### src/infix_to_postfix_converter_macros.svh
// Assertion helpers for the infix to postfix converter.
`ifndef INFIX_TO_POSTFIX_CONVERTER_MACROS_SVH
`define INFIX_TO_POSTFIX_CONVERTER_MACROS_SVH

// Same-cycle implication, checked out of reset.
`define ITP_ASSERT_IMP(label, clk, rstn, ante, cons) \
    label: assert property (@(posedge clk) disable iff (!(rstn)) (ante) |-> (cons)) \
        else $error("itp assertion failed");

// Next-cycle implication, checked out of reset.
`define ITP_ASSERT_NXT(label, clk, rstn, ante, cons) \
    label: assert property (@(posedge clk) disable iff (!(rstn)) (ante) |=> (cons)) \
        else $error("itp assertion failed");

`endif

### src/itp_pkg.sv
`timescale 1ns / 1ps
`default_nettype none

package itp_pkg;

    localparam int STACK_DEPTH = 16;
    localparam int ADDR_W      = $clog2(STACK_DEPTH);
    localparam int CNT_W       = $clog2(STACK_DEPTH + 1);
    localparam int OP_W        = 3;

    localparam logic [7:0] CH_OPEN  = 8'h28;
    localparam logic [7:0] CH_CLOSE = 8'h29;
    localparam logic [7:0] CH_MUL   = 8'h2A;
    localparam logic [7:0] CH_ADD   = 8'h2B;
    localparam logic [7:0] CH_SUB   = 8'h2D;
    localparam logic [7:0] CH_DIV   = 8'h2F;

    typedef enum logic [OP_W-1:0] {
        OP_OPEN = 3'd0,
        OP_MUL  = 3'd1,
        OP_DIV  = 3'd2,
        OP_ADD  = 3'd3,
        OP_SUB  = 3'd4
    } op_code_t;

    typedef enum logic [1:0] {
        ST_SYMBOL   = 2'd0,
        ST_OVERFLOW = 2'd1,
        ST_UNMATCH  = 2'd2,
        ST_END_ONLY = 2'd3
    } status_t;

    typedef enum logic [2:0] {
        CL_OPERAND,
        CL_OPEN,
        CL_CLOSE,
        CL_MULDIV,
        CL_ADDSUB
    } sym_class_t;

    typedef enum logic [2:0] {
        S_IDLE,
        S_POP,
        S_PUSH,
        S_FLUSH,
        S_FINISH
    } state_t;

    function automatic sym_class_t classify(input logic [7:0] ch);
        sym_class_t c;
        case (ch) inside
            CH_OPEN:         c = CL_OPEN;
            CH_CLOSE:        c = CL_CLOSE;
            CH_MUL, CH_DIV:  c = CL_MULDIV;
            CH_ADD, CH_SUB:  c = CL_ADDSUB;
            default:         c = CL_OPERAND;
        endcase
        return c;
    endfunction

    function automatic op_code_t op_of(input logic [7:0] ch);
        op_code_t c;
        case (ch)
            CH_MUL:  c = OP_MUL;
            CH_DIV:  c = OP_DIV;
            CH_ADD:  c = OP_ADD;
            CH_SUB:  c = OP_SUB;
            default: c = OP_OPEN;
        endcase
        return c;
    endfunction

    function automatic logic [7:0] op_char(input op_code_t op);
        logic [7:0] ch;
        unique case (op)
            OP_OPEN: ch = CH_OPEN;
            OP_MUL:  ch = CH_MUL;
            OP_DIV:  ch = CH_DIV;
            OP_ADD:  ch = CH_ADD;
            OP_SUB:  ch = CH_SUB;
            default: ch = 8'h00;
        endcase
        return ch;
    endfunction

endpackage

`default_nettype wire

### src/itp_ram.sv
`timescale 1ns / 1ps
`default_nettype none

module itp_ram #(
    parameter int WIDTH = 8,
    parameter int DEPTH = 16
) (
    input  wire logic                     aclk,
    input  wire logic                     wr_en,
    input  wire logic [$clog2(DEPTH)-1:0] wr_addr,
    input  wire logic [WIDTH-1:0]         wr_data,
    input  wire logic [$clog2(DEPTH)-1:0] rd_addr,
    output logic      [WIDTH-1:0]         rd_data
);

    logic [WIDTH-1:0] mem [DEPTH];

    always_ff @(posedge aclk) begin
        if (wr_en) begin
            mem[wr_addr] <= wr_data;
        end
        rd_data <= mem[rd_addr];
    end

endmodule

`default_nettype wire

### src/infix_to_postfix_converter.sv
// Infix to postfix converter (shunting-yard), one ASCII character per request.
// Input: s_tdata carries the character, s_tlast marks the last character of an
// expression; at that character the operator stack is flushed.
// Output: m_tdata is the postfix character, m_tuser holds the status and the
// end-of-expression flag, m_tlast marks the last result of one request.
// Requests are taken one at a time: s_tready is high only when the block is
// idle. An open bracket is pushed, a close bracket pops down to its match and
// any other operator pops, then is pushed; the last character of an expression
// then flushes the stack. The operator stack lives in a 16-entry RAM with
// registered read, read one entry per cycle at the top. Results go through a
// one-entry holding slot (needed to tag the last one) into the output register;
// a stalled receiver halts popping, nothing drops. An operand result enters the
// holding slot on accept and is offered once the request finishes; any other
// result is offered once the next result is produced or the request finishes.
// Reset empties the stack, clears all valids and returns to idle.
`timescale 1ns / 1ps
`default_nettype none
`include "infix_to_postfix_converter_macros.svh"

module infix_to_postfix_converter (
    input  wire logic       aclk,
    input  wire logic       aresetn,
    input  wire logic       s_tvalid,
    output logic            s_tready,
    input  wire logic [7:0] s_tdata,   // [7:0] symbol_in
    input  wire logic       s_tlast,   // expr_end
    output logic            m_tvalid,
    input  wire logic       m_tready,
    output logic      [7:0] m_tdata,   // [7:0] symbol_out
    output logic      [2:0] m_tuser,   // [1:0] status, [2] expr_done
    output logic            m_tlast    // run_last
);

    localparam int AW = itp_pkg::ADDR_W;
    localparam int CW = itp_pkg::CNT_W;

    itp_pkg::state_t     state_reg, state_next;
    itp_pkg::sym_class_t cls_reg;
    itp_pkg::op_code_t   code_reg;
    logic                last_reg;
    logic [CW-1:0]       count_reg, count_next;

    logic                pend_valid_reg;
    logic [7:0]          pend_sym_reg;
    itp_pkg::status_t    pend_status_reg;

    logic                out_valid_reg;
    logic [7:0]          out_sym_reg;
    itp_pkg::status_t    out_status_reg;
    logic                out_last_reg;
    logic                out_done_reg;

    logic                fwd_hit_reg;
    logic [2:0]          fwd_data_reg;

    logic [2:0]          ram_rd_data;
    logic [AW-1:0]       rd_addr;
    logic [AW-1:0]       wr_addr;
    itp_pkg::op_code_t   top;

    logic                out_free;
    logic                emit_ok;
    logic                emit;
    logic [7:0]          emit_sym;
    itp_pkg::status_t    emit_status;
    logic                cnt_dec;
    logic                cnt_inc;
    logic                wr_en;
    logic                fin;
    logic                accept;
    logic                pop_match;
    logic                empty;
    logic                full;
    itp_pkg::sym_class_t in_cls;

    assign out_free = !out_valid_reg || m_tready;
    assign emit_ok  = !pend_valid_reg || out_free;
    assign empty    = (count_reg == '0);
    assign full     = (count_reg >= CW'(itp_pkg::STACK_DEPTH));
    assign in_cls   = itp_pkg::classify(s_tdata);
    assign top      = itp_pkg::op_code_t'(fwd_hit_reg ? fwd_data_reg : ram_rd_data);

    always_comb begin
        if (cls_reg == itp_pkg::CL_MULDIV) begin
            pop_match = (top == itp_pkg::OP_MUL) || (top == itp_pkg::OP_DIV);
        end else begin
            pop_match = (top != itp_pkg::OP_OPEN);
        end
    end

    // control outputs
    always_comb begin
        emit        = 1'b0;
        emit_sym    = 8'h00;
        emit_status = itp_pkg::ST_SYMBOL;
        cnt_dec     = 1'b0;
        cnt_inc     = 1'b0;
        wr_en       = 1'b0;
        fin         = 1'b0;
        accept      = 1'b0;
        unique case (state_reg)
            itp_pkg::S_IDLE: begin
                accept = s_tvalid;
                if (s_tvalid && in_cls == itp_pkg::CL_OPERAND) begin
                    emit     = 1'b1;
                    emit_sym = s_tdata;
                end
            end
            itp_pkg::S_POP: begin
                if (empty) begin
                    if (cls_reg == itp_pkg::CL_CLOSE && emit_ok) begin
                        emit        = 1'b1;
                        emit_status = itp_pkg::ST_UNMATCH;
                    end
                end else if (pop_match) begin
                    if (emit_ok) begin
                        emit     = 1'b1;
                        emit_sym = itp_pkg::op_char(top);
                        cnt_dec  = 1'b1;
                    end
                end else if (cls_reg == itp_pkg::CL_CLOSE) begin
                    cnt_dec = 1'b1;
                end
            end
            itp_pkg::S_FLUSH: begin
                if (!empty) begin
                    if (top == itp_pkg::OP_OPEN) begin
                        cnt_dec = 1'b1;
                    end else if (emit_ok) begin
                        emit     = 1'b1;
                        emit_sym = itp_pkg::op_char(top);
                        cnt_dec  = 1'b1;
                    end
                end
            end
            itp_pkg::S_PUSH: begin
                if (full) begin
                    if (emit_ok) begin
                        emit        = 1'b1;
                        emit_status = itp_pkg::ST_OVERFLOW;
                    end
                end else begin
                    wr_en   = 1'b1;
                    cnt_inc = 1'b1;
                end
            end
            itp_pkg::S_FINISH: begin
                if (!(last_reg && !empty)) begin
                    fin = out_free || !(pend_valid_reg || last_reg);
                end
            end
            default: begin
            end
        endcase
    end

    // next state
    always_comb begin
        state_next = state_reg;
        unique case (state_reg)
            itp_pkg::S_IDLE: begin
                if (s_tvalid) begin
                    unique case (in_cls)
                        itp_pkg::CL_OPERAND: state_next = itp_pkg::S_FINISH;
                        itp_pkg::CL_OPEN:    state_next = itp_pkg::S_PUSH;
                        default:             state_next = itp_pkg::S_POP;
                    endcase
                end
            end
            itp_pkg::S_POP: begin
                if (empty) begin
                    if (cls_reg != itp_pkg::CL_CLOSE) begin
                        state_next = itp_pkg::S_PUSH;
                    end else if (emit) begin
                        state_next = itp_pkg::S_FINISH;
                    end
                end else if (!pop_match) begin
                    state_next = (cls_reg == itp_pkg::CL_CLOSE) ? itp_pkg::S_FINISH
                                                                : itp_pkg::S_PUSH;
                end
            end
            itp_pkg::S_FLUSH: begin
                if (empty) begin
                    state_next = itp_pkg::S_FINISH;
                end
            end
            itp_pkg::S_PUSH: begin
                if (!full || emit) begin
                    state_next = itp_pkg::S_FINISH;
                end
            end
            itp_pkg::S_FINISH: begin
                if (last_reg && !empty) begin
                    state_next = itp_pkg::S_FLUSH;
                end else if (fin) begin
                    state_next = itp_pkg::S_IDLE;
                end
            end
            default: state_next = itp_pkg::S_IDLE;
        endcase
    end

    always_comb begin
        count_next = count_reg;
        if (cnt_dec) begin
            count_next = count_reg - CW'(1);
        end else if (cnt_inc) begin
            count_next = count_reg + CW'(1);
        end
    end

    // read the entry that will be the top next cycle
    assign rd_addr = AW'(count_next - CW'(1));
    assign wr_addr = AW'(count_reg);

    itp_ram #(
        .WIDTH(itp_pkg::OP_W),
        .DEPTH(itp_pkg::STACK_DEPTH)
    ) u_stack (
        .aclk    (aclk),
        .wr_en   (wr_en),
        .wr_addr (wr_addr),
        .wr_data (code_reg),
        .rd_addr (rd_addr),
        .rd_data (ram_rd_data)
    );

    always_ff @(posedge aclk) begin
        if (!aresetn) begin
            state_reg      <= itp_pkg::S_IDLE;
            count_reg      <= '0;
            pend_valid_reg <= 1'b0;
            out_valid_reg  <= 1'b0;
            fwd_hit_reg    <= 1'b0;
        end else begin
            state_reg   <= state_next;
            count_reg   <= count_next;
            fwd_hit_reg <= wr_en && (wr_addr == rd_addr);
            if (emit) begin
                pend_valid_reg <= 1'b1;
                if (pend_valid_reg) begin
                    out_valid_reg <= 1'b1;
                end else if (m_tready) begin
                    out_valid_reg <= 1'b0;
                end
            end else if (fin && (pend_valid_reg || last_reg)) begin
                pend_valid_reg <= 1'b0;
                out_valid_reg  <= 1'b1;
            end else if (m_tready) begin
                out_valid_reg <= 1'b0;
            end
        end
    end

    always_ff @(posedge aclk) begin
        fwd_data_reg <= code_reg;
        if (accept) begin
            cls_reg  <= in_cls;
            code_reg <= itp_pkg::op_of(s_tdata);
            last_reg <= s_tlast;
        end
        if (emit) begin
            pend_sym_reg    <= emit_sym;
            pend_status_reg <= emit_status;
            if (pend_valid_reg) begin
                out_sym_reg    <= pend_sym_reg;
                out_status_reg <= pend_status_reg;
                out_last_reg   <= 1'b0;
                out_done_reg   <= 1'b0;
            end
        end else if (fin && (pend_valid_reg || last_reg)) begin
            out_sym_reg    <= pend_valid_reg ? pend_sym_reg : 8'h00;
            out_status_reg <= pend_valid_reg ? pend_status_reg : itp_pkg::ST_END_ONLY;
            out_last_reg   <= 1'b1;
            out_done_reg   <= last_reg;
        end
    end

    assign s_tready = (state_reg == itp_pkg::S_IDLE);
    assign m_tvalid = out_valid_reg;
    assign m_tdata  = out_sym_reg;
    assign m_tuser  = {out_done_reg, out_status_reg};
    assign m_tlast  = out_last_reg;

    `ITP_ASSERT_IMP(a_idle_no_pending, aclk, aresetn, s_tready, !pend_valid_reg)
    `ITP_ASSERT_NXT(a_accept_busy, aclk, aresetn, s_tvalid && s_tready, !s_tready)
    `ITP_ASSERT_IMP(a_push_room, aclk, aresetn, wr_en, count_reg < CW'(itp_pkg::STACK_DEPTH))
    `ITP_ASSERT_IMP(a_emit_room, aclk, aresetn, emit && pend_valid_reg, out_free)

endmodule

`default_nettype wire

### config.mk
export PLATFORM = sky130hd
export DESIGN_NAME = infix_to_postfix_converter
export DESIGN_NICKNAME = d
export VERILOG_FILES = /design/src/itp_pkg.sv /design/src/itp_ram.sv /design/src/infix_to_postfix_converter.sv
export VERILOG_INCLUDE_DIRS = /design/src /design/src/src
export SDC_FILE = /design/constraint.sdc
export NUM_CORES = 1
export LEC_CHECK = 0
export ABC_AREA = 1
export BUFFER_PORTS_ARGS = -buffer_cell sky130_fd_sc_hd__buf_2
export CAP_MARGIN = 20
export CORE_UTILIZATION = 55
export CTS_CLUSTER_SIZE = 30
export DETAILED_ROUTE_END_ITERATION = 16
export HOLD_SLACK_MARGIN = 0.06
export PLACE_DENSITY = 0.76
export SETUP_SLACK_MARGIN = 0.5
export SLEW_MARGIN = 20
export SYNTH_ARGS = -nofsm -noshare
export SYNTH_HDL_FRONTEND = slang
export SYNTH_SLANG_ARGS = --single-unit
### constraint.sdc
create_clock -name aclk -period 2.7 [get_ports aclk]
set_input_delay 0.27 -clock aclk [delete_from_list [all_inputs] [get_ports aclk]]
set_output_delay 0.27 -clock aclk [all_outputs]
set_load 0.02 [all_outputs]
==> impl_metrics.prom, run 1 <==
# TYPE chip_impl_metric gauge
chip_impl_metric{name="detail_route.iter0.violations",unit=""} 301
chip_impl_metric{name="area_growth_syn_to_layout",unit="%"} 16.4
chip_impl_info{name="yosys_most_used_dff",value="sky130_fd_sc_hd__edfxtp_1"} 1
chip_impl_info{name="worst_r2r_endpoint",value="u_stack.rd_data[1]"} 1
chip_impl_metric{name="postSynthNetCount",unit=""} 534
chip_impl_info{name="critical_path_class",value="reg -> reg"} 1
chip_impl_metric{name="grt.total_usage",unit="%"} 25.8
chip_impl_metric{name="htreeDepth",unit=""} 3
chip_impl_metric{name="core_region_area",unit="um2"} 8340
chip_impl_info{name="startpoint",value="cls_reg[2]"} 1
chip_impl_metric{name="achievable-frequency",unit="MHz"} 434
chip_impl_metric{name="weighted_congestion_at_the_end_of_routability_driven_global_placement",unit=""} 0.937
chip_impl_metric{name="fin_skew",unit="ns"} 0.0194
chip_impl_metric{name="period_share",unit="%"} 85.3
chip_impl_metric{name="layout.filler_cells",unit=""} 667
chip_impl_info{name="synth_area_leaders",value="sky130_fd_sc_hd__edfxtp_1 48%, sky130_fd_sc_hd__nand2_1 7.8%, sky130_fd_sc_hd__dfxtp_1 7.1%, sky130_fd_sc_hd__inv_1 6.5%, sky130_fd_sc_hd__nand3_1 6.2%"} 1
chip_impl_metric{name="synth_enable_flop_cells",unit=""} 77
chip_impl_metric{name="grt_pass1_wl",unit="mm"} 17.3
chip_impl_metric{name="clock_pin_slew_on_the_worst_setup_and_hold_paths",unit="ns"} 0.11
chip_impl_metric{name="timing.reg2reg.setup_slack",unit="ns"} 0.40
chip_impl_metric{name="period_needed",unit="ns"} 2.30
chip_impl_metric{name="first_pass_detailed_route_iteration_total",unit=""} 6
chip_impl_metric{name="design.portCount",unit=""} 27
chip_impl_metric{name="die-width",unit="um"} 95.5
chip_impl_metric{name="final_nets",unit=""} 589
chip_impl_metric{name="remaining_drc_errors",unit=""} 0
chip_impl_metric{name="fin_tns_setup",unit="ns"} 0
chip_impl_metric{name="pin_count_of_the_biggest_net_entering_global_routing",unit=""} 26
chip_impl_metric{name="clkLatencyLatePin",unit="ns"} 0.39
chip_impl_metric{name="r2r.worst_path.cells",unit=""} 14
chip_impl_metric{name="netlist_area",unit="um2"} 4810
chip_impl_info{name="tritoncts",value="yes"} 1
chip_impl_info{name="hold_path_end",value="state_reg[0]"} 1
chip_impl_metric{name="final.hold.worst_slack",unit="ns"} 0.193
chip_impl_metric{name="netlist.area_leader.share",unit="%"} 48.1
chip_impl_metric{name="n_antenna_cell",unit=""} 0
chip_impl_info{name="netlist.top_cell.by_area",value="sky130_fd_sc_hd__edfxtp_1"} 1
chip_impl_metric{name="grt_overflow_total",unit=""} 0
chip_impl_metric{name="max-vdd-ir-drop",unit="mV"} 0.805
chip_impl_metric{name="ys_ff_latch",unit=""} 94
chip_impl_info{name="setup_crit_start_kind",value="flip-flop"} 1
chip_impl_info{name="synth_commonest_cells",value="100 x sky130_fd_sc_hd__nand2_1, 83 x sky130_fd_sc_hd__inv_1, 77 x sky130_fd_sc_hd__edfxtp_1"} 1
chip_impl_metric{name="finalWirelength",unit="mm"} 11.3
chip_impl_info{name="grt_setup_unrepaired",value="true"} 1
chip_impl_metric{name="ctsLongestPathBuffers",unit=""} 2
chip_impl_metric{name="syn-instance-count",unit=""} 515
chip_impl_metric{name="grt_antenna_before_repair",unit=""} 0
chip_impl_metric{name="crit_required",unit="ns"} 2.98
chip_impl_metric{name="max_cap_viols",unit=""} 0
chip_impl_metric{name="largest_register_ffs",unit=""} 48
chip_impl_metric{name="max_slew_margin",unit="%"} 52.4
chip_impl_info{name="clockRootBuffer",value="sky130_fd_sc_hd__clkbuf_8"} 1
chip_impl_metric{name="post_drt_wl_per_cell",unit="um"} 16.6
chip_impl_metric{name="drtAntennaViolNets",unit=""} 0
chip_impl_metric{name="totalPowerFinal",unit="mW"} 7.53
chip_impl_metric{name="tightest_slew",unit="ns"} 0.714
chip_impl_metric{name="cts_num_sinks",unit=""} 94
chip_impl_metric{name="cp_data_arrival_time",unit="ns"} 2.58
chip_impl_metric{name="detailedPlacementHpwl",unit="mm"} 7.49
chip_impl_info{name="hold_path_startpoint",value="aresetn"} 1
chip_impl_metric{name="leakagePower",unit="nW"} 2.39
chip_impl_metric{name="min_path_cells",unit=""} 3
chip_impl_metric{name="synth_cell_types",unit=""} 38
chip_impl_info{name="critical_path.endpoint_type",value="flip-flop"} 1
chip_impl_metric{name="placement_rows",unit=""} 33
chip_impl_metric{name="fin_cells",unit=""} 680
chip_impl_metric{name="first_global_vias",unit=""} 3518
chip_impl_metric{name="port_buffers",unit=""} 26
chip_impl_metric{name="viasPerCell",unit=""} 5.63
chip_impl_metric{name="chipHeight",unit="um"} 95.5
chip_impl_metric{name="async_reset_ff_share",unit="%"} 0
chip_impl_metric{name="postSynthAreaPerCell",unit="um2"} 9.34
chip_impl_metric{name="power-per-cell-area",unit="nW/um2"} 1350
chip_impl_metric{name="tritoncts.num_buffers",unit=""} 9
chip_impl_metric{name="max_slew_violation_count",unit=""} 0
chip_impl_info{name="most_frequently_used_cell_type_in_the_post_synthesis_netlist",value="sky130_fd_sc_hd__nand2_1"} 1
chip_impl_metric{name="ys.warnings.count",unit=""} 0
chip_impl_info{name="status",value="finished clean"} 1
chip_impl_metric{name="synth.yosys.seq_area_share",unit="%"} 55.2
chip_impl_metric{name="initial_core_util",unit="%"} 57.7
chip_impl_metric{name="finalHoldViolCount",unit=""} 0
chip_impl_metric{name="total_vias_in_the_final_route",unit=""} 3826
chip_impl_metric{name="layout-drive-gt1-share",unit="%"} 24.5
chip_impl_metric{name="die_area",unit="um2"} 9120
chip_impl_metric{name="setup_violations_final",unit=""} 0
chip_impl_info{name="regToRegStartpoint",value="cls_reg[2]"} 1
chip_impl_metric{name="critical_path_peak_fanout",unit=""} 12
chip_impl_info{name="hp-class",value="in -> reg"} 1
chip_impl_metric{name="dp.cells",unit=""} 643
-- kinds of logic after synthesis --
| family | synth area share, % |
|---|---|
| AND/OR/NAND/NOR | 30.7 |
| AO/OA/AOI/OAI | 3.12 |
| XOR/XNOR | 0.910 |
| adder cells (fa/ha/maj) | 1.56 |
| flip-flops | 55.2 |
| buffers and inverters | 8.58 |
-- layout by cell type (no fill, tap or decap), types with 4 or more instances in the layout --
master                     instances
sky130_fd_sc_hd__buf_2            27
sky130_fd_sc_hd__buf_4            24
sky130_fd_sc_hd__clkbuf_8         10
sky130_fd_sc_hd__dfxtp_1          12
sky130_fd_sc_hd__edfxtp_1         77
sky130_fd_sc_hd__ha_1              4
sky130_fd_sc_hd__inv_1            79
sky130_fd_sc_hd__inv_2             6
sky130_fd_sc_hd__inv_4             4
sky130_fd_sc_hd__inv_8             5
sky130_fd_sc_hd__nand2_1          94
sky130_fd_sc_hd__nand2_2          15
sky130_fd_sc_hd__nand3_1          54
sky130_fd_sc_hd__nand3_2           7
sky130_fd_sc_hd__nand3_4           6
sky130_fd_sc_hd__nand3b_1         18
sky130_fd_sc_hd__nand4_1           8
sky130_fd_sc_hd__nor2_1           52
sky130_fd_sc_hd__nor2_4            5
sky130_fd_sc_hd__nor3_1            7
sky130_fd_sc_hd__o21ai_0          12
sky130_fd_sc_hd__o22ai_1           4
sky130_fd_sc_hd__xor2_1            4
-- power breakdown --
group	internal [mW]	switching (mW)	leakage (nW)
Combinational	1.54	2.81	1.43
Sequential	2.00	0.212	0.854
Clock	0.387	0.567	0.100
Total	3.93	3.59	2.39
-- how the worst max path moves through the flow --
stage | to | slack (ns) | depth (start not counted)
3_5_place_dp | u_stack.rd_data[1] | 0.20 | 14
4_1_cts | u_stack.rd_data[0] | 0.49 | 16
3_3_place_gp | u_stack.rd_data[1] | 0.32 | 16
5_1_grt | u_stack.rd_data[2] | 0.31 | 14
2_1_floorplan | u_stack.rd_data[0] | 0.49 | 17
6_report | u_stack.rd_data[1] | 0.40 | 14
-- per-layer routing --
metal	wire length (um)	vias up	global-route usage, %
met1	4930	1818	35.5
met5	0	-	0
met3	961	20	6.54
met4	193	0	8.21
met2	5240	172	39.9
li1	-	1816	-
-- what timing repair did --
| action | in CTS | in global routing |
|---|---|---|
| cloned | 0 | 2 |
| buffers inserted | 12 | 6 |
| hold buffers | 1 | 0 |
| endpoints found under the setup margin | 19 | 23 |
| endpoints found under the hold margin | 1 | 0 |
| pin swaps | 11 | 13 |
| resized for setup | 16 | 15 |
-- critical path: stages (launching register included) --
cell                       delay (ns)
sky130_fd_sc_hd__edfxtp_1        0.42
sky130_fd_sc_hd__nor2_1          0.27
sky130_fd_sc_hd__inv_1           0.12
sky130_fd_sc_hd__nand2_2         0.11
sky130_fd_sc_hd__nand3_4         0.12
sky130_fd_sc_hd__nand3_4         0.16
sky130_fd_sc_hd__nand2_8         0.08
sky130_fd_sc_hd__nand2_8         0.07
sky130_fd_sc_hd__inv_8           0.03
sky130_fd_sc_hd__ha_4            0.33
sky130_fd_sc_hd__inv_4           0.10
sky130_fd_sc_hd__nand3_1         0.13
sky130_fd_sc_hd__nand3_1         0.08
sky130_fd_sc_hd__nand3_1         0.10
sky130_fd_sc_hd__nand2_1         0.06
-- through the flow --
step | cell area [um2] | utilization, % | setup slack (ns)
floorplan | 4900 | - | 0.493
global placement | 5130 | 61.5 | 0.316
detailed placement | 5130 | 61.5 | 0.199
CTS | 5490 | 65.8 | 0.489
global route | 5600 | 67.1 | 0.305
finish | 5600 | 67.1 | 0.397
-- cell type report --
cell class | instances | area, um2 | area share [%]
Multi-Input combinational cell | 322 | 1910 | 34.1
Inverter | 90 | 355 | 6.35
Clock inverter | 6 | 61.3 | 1.10
Tap cell | 105 | 131 | 2.35
Sequential cell | 94 | 2660 | 47.6
Timing Repair Buffer | 53 | 337 | 6.01
Clock buffer | 10 | 138 | 2.46
Power figures use the tool's default switching activity.
==> run 2, diff against run 1 <==
==> constraint.sdc (replaced) <==
create_clock -name aclk -period 2.7 [get_ports aclk]
set_input_delay 0 -clock aclk [delete_from_list [all_inputs] [get_ports aclk]]
set_output_delay 0 -clock aclk [all_outputs]
set_load 0.02 [all_outputs]
==> run 2 against run 1 <==
  * Critical path depth decreased by 1
  * Clock skew decreased by 0.0028 ns
  * Combinational power decreased by 2%
  * Sequential cell count unchanged
  * Register-to-register slack improved by 0.03 ns
  * Sequential power about the same
  * Critical endpoint is now fwd_hit_reg
  * Largest power group unchanged
==> impl_metrics.prom, run 2 (synthesized netlist as in run 1, its figures left out) <==
# TYPE chip_impl_metric gauge
chip_impl_info{name="hold_path_startpoint",value="s_tvalid"} 1
chip_impl_metric{name="cp_data_arrival_time",unit="ns"} 2.57
chip_impl_metric{name="ctsLongestPathBuffers",unit=""} 2
chip_impl_info{name="tritoncts",value="yes"} 1
chip_impl_metric{name="first_pass_detailed_route_iteration_total",unit=""} 5
chip_impl_metric{name="die-width",unit="um"} 95.5
chip_impl_metric{name="power-per-cell-area",unit="nW/um2"} 1310
chip_impl_info{name="clockRootBuffer",value="sky130_fd_sc_hd__clkbuf_8"} 1
chip_impl_metric{name="chipHeight",unit="um"} 95.5
chip_impl_metric{name="crit_required",unit="ns"} 3.00
chip_impl_metric{name="remaining_drc_errors",unit=""} 0
chip_impl_metric{name="grt_pass1_wl",unit="mm"} 17.5
chip_impl_metric{name="finalHoldViolCount",unit=""} 0
chip_impl_metric{name="clock_pin_slew_on_the_worst_setup_and_hold_paths",unit="ns"} 0.10
chip_impl_info{name="final_cell_mix",value="93 x sky130_fd_sc_hd__nand2_1, 77 x sky130_fd_sc_hd__edfxtp_1, 76 x sky130_fd_sc_hd__inv_1"} 1
chip_impl_metric{name="tightest_slew",unit="ns"} 0.753
chip_impl_metric{name="setup_ws_post_layout",unit="ns"} 0.432
chip_impl_metric{name="total_vias_in_the_final_route",unit=""} 3818
chip_impl_info{name="most_common_library_cell_in_the_layout_ignoring_fill_and_taps",value="sky130_fd_sc_hd__nand2_1"} 1
chip_impl_metric{name="final_nets",unit=""} 601
chip_impl_metric{name="grt_antenna_before_repair",unit=""} 0
chip_impl_metric{name="area_growth_syn_to_layout",unit="%"} 18.9
chip_impl_metric{name="min_path_cells",unit=""} 3
chip_impl_metric{name="setup_violations_final",unit=""} 0
chip_impl_info{name="hp-class",value="in -> reg"} 1
chip_impl_info{name="hold_path_end",value="pend_sym_reg[4]"} 1
chip_impl_metric{name="period_needed",unit="ns"} 2.27
chip_impl_metric{name="fin_skew",unit="ns"} 0.0166
chip_impl_metric{name="detail_route.iter0.violations",unit=""} 228
chip_impl_metric{name="viasPerCell",unit=""} 5.52
chip_impl_metric{name="detailedPlacementHpwl",unit="mm"} 7.37
chip_impl_metric{name="largest_register_ffs",unit=""} 48
chip_impl_metric{name="n_antenna_cell",unit=""} 0
chip_impl_metric{name="critical_path_peak_fanout",unit=""} 5
chip_impl_metric{name="tritoncts.num_buffers",unit=""} 9
chip_impl_metric{name="portion_of_total_power_attributed_to_combinational_logic",unit="%"} 57.4
chip_impl_metric{name="initial_core_util",unit="%"} 57.7
chip_impl_info{name="setup_crit_start_kind",value="flip-flop"} 1
chip_impl_metric{name="grt.total_usage",unit="%"} 25.9
chip_impl_info{name="worst_r2r_endpoint",value="fwd_hit_reg"} 1
chip_impl_metric{name="sequentialPowerShare",unit="%"} 29.8
chip_impl_metric{name="max_slew_margin",unit="%"} 49.8
chip_impl_metric{name="layout-drive-gt1-share",unit="%"} 24.5
chip_impl_metric{name="design.portCount",unit=""} 27
chip_impl_metric{name="weighted_congestion_at_the_end_of_routability_driven_global_placement",unit=""} 0.944
chip_impl_metric{name="placement_rows",unit=""} 33
chip_impl_metric{name="post_drt_wl_per_cell",unit="um"} 16.2
chip_impl_metric{name="clockPowerShare",unit="%"} 12.8
chip_impl_info{name="regToRegStartpoint",value="cls_reg[2]"} 1
chip_impl_metric{name="core_region_area",unit="um2"} 8340
chip_impl_metric{name="leakagePower",unit="nW"} 2.44
chip_impl_info{name="critical_path_class",value="reg -> reg"} 1
chip_impl_metric{name="final.hold.worst_slack",unit="ns"} 0.102
chip_impl_metric{name="max_cap_viols",unit=""} 0
chip_impl_metric{name="die_area",unit="um2"} 9120
chip_impl_metric{name="cts_num_sinks",unit=""} 94
chip_impl_info{name="status",value="finished clean"} 1
chip_impl_metric{name="layout.filler_cells",unit=""} 634
chip_impl_metric{name="port_buffers",unit=""} 26
chip_impl_metric{name="pin_count_of_the_biggest_net_entering_global_routing",unit=""} 26
chip_impl_metric{name="post-place-ws",unit="ns"} 0.234
chip_impl_metric{name="switching_fraction",unit="%"} 46.7
chip_impl_metric{name="period_share",unit="%"} 84.0
chip_impl_metric{name="switchingPower",unit="mW"} 3.49
chip_impl_metric{name="timing.reg2reg.setup_slack",unit="ns"} 0.43
chip_impl_metric{name="htreeDepth",unit=""} 3
chip_impl_metric{name="achievable-frequency",unit="MHz"} 441
chip_impl_metric{name="cellInternalPower",unit="mW"} 3.98
chip_impl_metric{name="grt_overflow_total",unit=""} 0
chip_impl_metric{name="clkLatencyLatePin",unit="ns"} 0.36
chip_impl_metric{name="fin_tns_setup",unit="ns"} 0
chip_impl_metric{name="first_global_vias",unit=""} 3563
chip_impl_metric{name="drtAntennaViolNets",unit=""} 0
chip_impl_info{name="grt_setup_unrepaired",value="true"} 1
chip_impl_metric{name="max_slew_violation_count",unit=""} 0
chip_impl_metric{name="finalWirelength",unit="mm"} 11.2
chip_impl_info{name="critical_path.endpoint_type",value="flip-flop"} 1
chip_impl_metric{name="max-vdd-ir-drop",unit="mV"} 0.708
chip_impl_metric{name="r2r.worst_path.cells",unit=""} 13
chip_impl_metric{name="totalPowerFinal",unit="mW"} 7.47
-- run 2: through the flow --
step | utilization (%) | instances | instance area (um2)
6_report | 68.5 | 692 | 5720
5_1_grt | 68.5 | 692 | 5720
4_1_cts | 67.3 | 685 | 5610
3_5_place_dp | 61.4 | 642 | 5120
3_3_place_gp | 61.4 | 642 | 5120
2_1_floorplan | - | 515 | 4900
-- run 2: how the worst max path moves through the flow --
stage / startpoint / end / slack [ns]
6_report: cls_reg[2] / fwd_hit_reg / 0.43
5_1_grt: s_tdata[4] / m_tvalid / 0.36
4_1_cts: cls_reg[1] / fwd_hit_reg / 0.49
3_5_place_dp: count_reg[0] / u_stack.rd_data[1] / 0.23
3_3_place_gp: cls_reg[0] / u_stack.rd_data[1] / 0.29
2_1_floorplan: count_reg[0] / u_stack.rd_data[0] / 0.49
-- run 2: metal layers --
metal | global-route usage (%) | up-vias | wire (um)
met4 | 7.21 | 0 | 191
met2 | 41.3 | 156 | 5320
li1 | - | 1835 | -
met5 | 0 | - | 0
met3 | 5.58 | 18 | 925
met1 | 35.6 | 1809 | 4800
-- run 2: final cells by class --
class	count	area [um2]	share of cell area (%)
clock inverter	5	65.1	1.14
timing repair buffer	66	464	8.12
sequential	94	2670	46.7
multi-input combinational	321	1900	33.2
tap	105	131	2.30
clock buffer	11	131	2.30
inverter	90	358	6.26
-- run 2: power groups by stage --
stage,combinational (mW),sequential (mW),clock (mW)
final,4.29,2.22,0.953
after CTS,4.08,2.22,0.963
after global routing,4.72,2.26,1.01
after global placement,3.71,2.23,0
after floorplan,2.96,2.26,0
after detailed placement,3.77,2.25,0
-- run 2: worst max-delay path, cell delays in order, from the launching register on --
cell                       delay (ns)
sky130_fd_sc_hd__edfxtp_1        0.41
sky130_fd_sc_hd__nor3_2          0.24
sky130_fd_sc_hd__nand2_2         0.11
sky130_fd_sc_hd__nor2_4          0.13
sky130_fd_sc_hd__nand3_4         0.12
sky130_fd_sc_hd__nand3_4         0.16
sky130_fd_sc_hd__nand2_8         0.08
sky130_fd_sc_hd__nand2_8         0.08
sky130_fd_sc_hd__inv_8           0.03
sky130_fd_sc_hd__ha_4            0.32
sky130_fd_sc_hd__o21ai_2         0.08
sky130_fd_sc_hd__a211oi_2        0.21
sky130_fd_sc_hd__nand4_1         0.13
sky130_fd_sc_hd__nor2_1          0.11
-- run 2: what timing repair did --
| item | CTS | global route |
|---|---|---|
| cloned | 0 | 0 |
| hold buffers | 11 | 1 |
| hold endpoints to repair | 20 | 1 |
| gates resized for setup | 24 | 14 |
| setup buffers | 16 | 6 |
| pin swaps | 20 | 20 |
| setup endpoints to repair | 19 | 30 |
==> run 3, diff against run 2 <==
==> constraint.sdc (replaced) <==
create_clock -name aclk -period 1.8 [get_ports aclk]
set_input_delay 0 -clock aclk [delete_from_list [all_inputs] [get_ports aclk]]
set_output_delay 0 -clock aclk [all_outputs]
set_load 0.02 [all_outputs]
==> run 3 against run 2 <==
  * Largest power group unchanged
  * Critical path depth up 4
  * Clock-buffer cell count is 2 lower
  * Maximum frequency fell by 0.83%
  * Hold slack got worse by 0.037 ns
  * Cell count increased by 11%
  * Utilization increased by 15 points
  * The run now ends with negative setup slack left
  * Cell area grew 22%
  * Critical path type unchanged
  * Sequential cell count unchanged
==> impl_metrics.prom, run 3 (synthesized netlist as in run 1, its figures left out) <==
# TYPE chip_impl_metric gauge
chip_impl_metric{name="htreeDepth",unit=""} 3
chip_impl_metric{name="drtAntennaViolNets",unit=""} 0
chip_impl_info{name="setup_crit_start_kind",value="flip-flop"} 1
chip_impl_metric{name="design_area",unit="um2"} 6960
chip_impl_info{name="most_common_library_cell_in_the_layout_ignoring_fill_and_taps",value="sky130_fd_sc_hd__nand2_1"} 1
chip_impl_metric{name="grt.met1_usage",unit="%"} 40.8
chip_impl_metric{name="clock_pin_slew_on_the_worst_setup_and_hold_paths",unit="ns"} 0.13
chip_impl_info{name="final_cell_mix",value="79 x sky130_fd_sc_hd__nand2_1, 77 x sky130_fd_sc_hd__edfxtp_1, 73 x sky130_fd_sc_hd__inv_1"} 1
chip_impl_metric{name="tightest_slew",unit="ns"} 0.736
chip_impl_metric{name="clockPowerShare",unit="%"} 9.6
chip_impl_metric{name="viasPerCell",unit=""} 5.91
chip_impl_metric{name="final_nets",unit=""} 680
chip_impl_metric{name="grt_pass1_wl",unit="mm"} 21.5
chip_impl_metric{name="weighted_congestion_at_the_end_of_routability_driven_global_placement",unit=""} 0.888
chip_impl_metric{name="global_route.usage.met3",unit="%"} 7.10
chip_impl_metric{name="postPlaceCellArea",unit="um2"} 5770
chip_impl_metric{name="cellInternalPower",unit="mW"} 7.70
chip_impl_metric{name="power-per-cell-area",unit="nW/um2"} 2100
chip_impl_metric{name="crit_required",unit="ns"} 2.08
chip_impl_metric{name="detail_route.iter0.violations",unit=""} 445
chip_impl_metric{name="grt_overflow_total",unit=""} 0
chip_impl_metric{name="leakagePower",unit="nW"} 2.98
chip_impl_metric{name="first_pass_detailed_route_iteration_total",unit=""} 6
chip_impl_metric{name="remaining_drc_errors",unit=""} 0
chip_impl_info{name="worst_path_max_delay_cell",value="sky130_fd_sc_hd__dfxtp_2"} 1
chip_impl_metric{name="core_region_area",unit="um2"} 8340
chip_impl_metric{name="n_antenna_cell",unit=""} 0
chip_impl_metric{name="finalHoldViolCount",unit=""} 0
chip_impl_metric{name="crit_path_max_incr_delay",unit="ns"} 0.34
chip_impl_info{name="critical_path.endpoint_type",value="flip-flop"} 1
chip_impl_metric{name="fin_cells",unit=""} 771
chip_impl_metric{name="detailedPlacementHpwl",unit="mm"} 7.94
chip_impl_metric{name="timing.critical_path.buf_inv",unit=""} 7
chip_impl_metric{name="period_needed",unit="ns"} 2.29
chip_impl_metric{name="grt_antenna_before_repair",unit=""} 0
chip_impl_metric{name="post_drt_wl_per_cell",unit="um"} 20.5
chip_impl_metric{name="die-width",unit="um"} 95.5
chip_impl_metric{name="total_vias_in_the_final_route",unit=""} 4560
chip_impl_metric{name="grt.total_usage",unit="%"} 32.0
chip_impl_metric{name="port_buffers",unit=""} 26
chip_impl_metric{name="area_growth_syn_to_layout",unit="%"} 44.6
chip_impl_metric{name="pin_count_of_the_biggest_net_entering_global_routing",unit=""} 26
chip_impl_metric{name="die_area",unit="um2"} 9120
chip_impl_metric{name="met2_usage",unit="%"} 53.2
chip_impl_metric{name="layout.filler_cells",unit=""} 406
chip_impl_metric{name="initial_core_util",unit="%"} 57.7
chip_impl_metric{name="max_cap_viols",unit=""} 0
chip_impl_metric{name="first_global_vias",unit=""} 4231
chip_impl_metric{name="max_slew_violation_count",unit=""} 0
chip_impl_metric{name="finalWirelength",unit="mm"} 15.8
chip_impl_metric{name="switching_fraction",unit="%"} 47.3
chip_impl_metric{name="period_share",unit="%"} 127
chip_impl_metric{name="chipHeight",unit="um"} 95.5
chip_impl_metric{name="max-vdd-ir-drop",unit="mV"} 1.90
chip_impl_metric{name="design.portCount",unit=""} 27
chip_impl_info{name="top_usage_layer",value="met2"} 1
chip_impl_metric{name="max_slew_margin",unit="%"} 50.9
chip_impl_metric{name="layout-drive-gt1-share",unit="%"} 43.1
chip_impl_info{name="grt_setup_unrepaired",value="true"} 1
chip_impl_metric{name="switchingPower",unit="mW"} 6.92
chip_impl_metric{name="sequentialPowerShare",unit="%"} 22.6
chip_impl_info{name="critical-path-top-delay-family",value="simple AND/OR/NAND/NOR gates"} 1
chip_impl_metric{name="achievable-frequency",unit="MHz"} 437
chip_impl_metric{name="cts_num_sinks",unit=""} 94
chip_impl_info{name="cp_cell_sequence",value="inv_2 -> ha_4 -> nand2_4 -> nor2_4 -> buf_4 -> buf_6 -> buf_6 -> inv_4 -> buf_6 -> nand2_4 -> nand3_4 -> a311oi_2 -> nand2_1 -> inv_2 -> nand2_1 -> nand2_1 -> nor2_1"} 1
chip_impl_metric{name="setup_violations_final",unit=""} 67
chip_impl_info{name="critical_path_class",value="reg -> reg"} 1
chip_impl_info{name="status",value="finished, violations left"} 1
chip_impl_info{name="hp-class",value="in -> reg"} 1
chip_impl_metric{name="ctsLongestPathBuffers",unit=""} 2
chip_impl_metric{name="critical_path_peak_fanout",unit=""} 5
chip_impl_metric{name="cp_data_arrival_time",unit="ns"} 2.57
chip_impl_metric{name="clkLatencyLatePin",unit="ns"} 0.39
chip_impl_metric{name="placement_rows",unit=""} 33
chip_impl_metric{name="tritoncts.num_buffers",unit=""} 9
chip_impl_metric{name="dp.cells",unit=""} 703
chip_impl_metric{name="fin_tns_setup",unit="ns"} -18.21
chip_impl_info{name="failed_checks",value="negative setup slack"} 1
chip_impl_metric{name="setup_ws_post_layout",unit="ns"} -0.487
chip_impl_metric{name="largest_register_ffs",unit=""} 48
chip_impl_metric{name="final.hold.worst_slack",unit="ns"} 0.0647
chip_impl_metric{name="fin_skew",unit="ns"} 0.0319
chip_impl_info{name="tritoncts",value="yes"} 1
chip_impl_info{name="clockRootBuffer",value="sky130_fd_sc_hd__clkbuf_8"} 1
chip_impl_metric{name="portion_of_total_power_attributed_to_combinational_logic",unit="%"} 67.8
-- run 3: cell types whose count changed in the layout (fill, tap and decap cells not counted), moves of 4 or more --
cell	delta
sky130_fd_sc_hd__nor2_2	+7
sky130_fd_sc_hd__o21ai_1	+4
sky130_fd_sc_hd__nor3_1	-4
sky130_fd_sc_hd__buf_4	+35
sky130_fd_sc_hd__nand2_4	+11
sky130_fd_sc_hd__nand3_1	-7
sky130_fd_sc_hd__o21ai_0	-7
sky130_fd_sc_hd__nand2_1	-14
sky130_fd_sc_hd__nor3_4	+4
sky130_fd_sc_hd__nand3_2	+4
sky130_fd_sc_hd__buf_6	+42
sky130_fd_sc_hd__nor2_1	-26
sky130_fd_sc_hd__nor2_4	+19
-- run 3: final cells by class --
type                            instances  area, um2  area share (%)
Tap cell                              105        131            1.89
Inverter                               90        365            5.25
Sequential cell                        94       2670            38.3
Clock buffer                            9        124            1.78
Timing Repair Buffer                  145       1270            18.3
Multi-Input combinational cell        321       2340            33.6
Clock inverter                          7       62.6           0.899
-- run 3: path summary, 6_finish.rpt --
check / startpoint / to / slack [ns] / cells after the start
worst min-delay path: s_tdata[0] / cls_reg[0] / 0.06 / 2
worst min register to register: pend_status_reg[0] / out_status_reg[0] / 0.52 / 1
worst max-delay path: count_reg[1] / state_reg[1] / -0.49 / 17
worst max register to register: count_reg[1] / state_reg[1] / -0.49 / 17
-- run 3: worst reg2reg max path, delay by kind of cell (launching register included) --
kind | cells | cell delay, ns
buffers and inverters | 7 | 0.70
adder cells (fa/ha/maj) | 1 | 0.14
flip-flops | 1 | 0.34
AND/OR/NAND/NOR | 8 | 0.75
AO/OA/AOI/OAI | 1 | 0.28
-- run 3: stage by stage --
stage / utilization [%] / total power, mW / setup slack (ns)
6_report: 83.4 / 14.6 / -0.487
5_1_grt: 83.4 / 15.3 / -0.595
4_1_cts: 79.6 / 13.2 / -0.386
3_5_place_dp: 69.1 / 10.3 / -0.428
3_3_place_gp: 69.1 / 10.1 / -0.393
2_1_floorplan: - / 8.08 / -0.404
-- run 3: repair_timing --
item | CTS | global route
endpoints found under the hold margin | 18 | 1
setup buffers | 26 | 15
gates cloned | 1 | 0
hold buffers | 9 | 1
pin swaps | 33 | 28
resized for setup | 98 | 57
endpoints found under the setup margin | 114 | 114
-- run 3: power groups by stage --
stage	registers, mW	clock network (mW)	logic [mW]
5_1_grt	3.34	1.47	10.5
6_report	3.31	1.41	9.91
4_1_cts	3.27	1.36	8.55
3_5_place_dp	3.31	0	7.00
2_1_floorplan	3.41	0	4.67
3_3_place_gp	3.29	0	6.81
-- run 3: per-layer routing --
metal,routed length [um],up-vias
li1,-,2000
met2,7860,333
met5,0,-
met4,764,0
met3,1400,82
met1,5800,2145
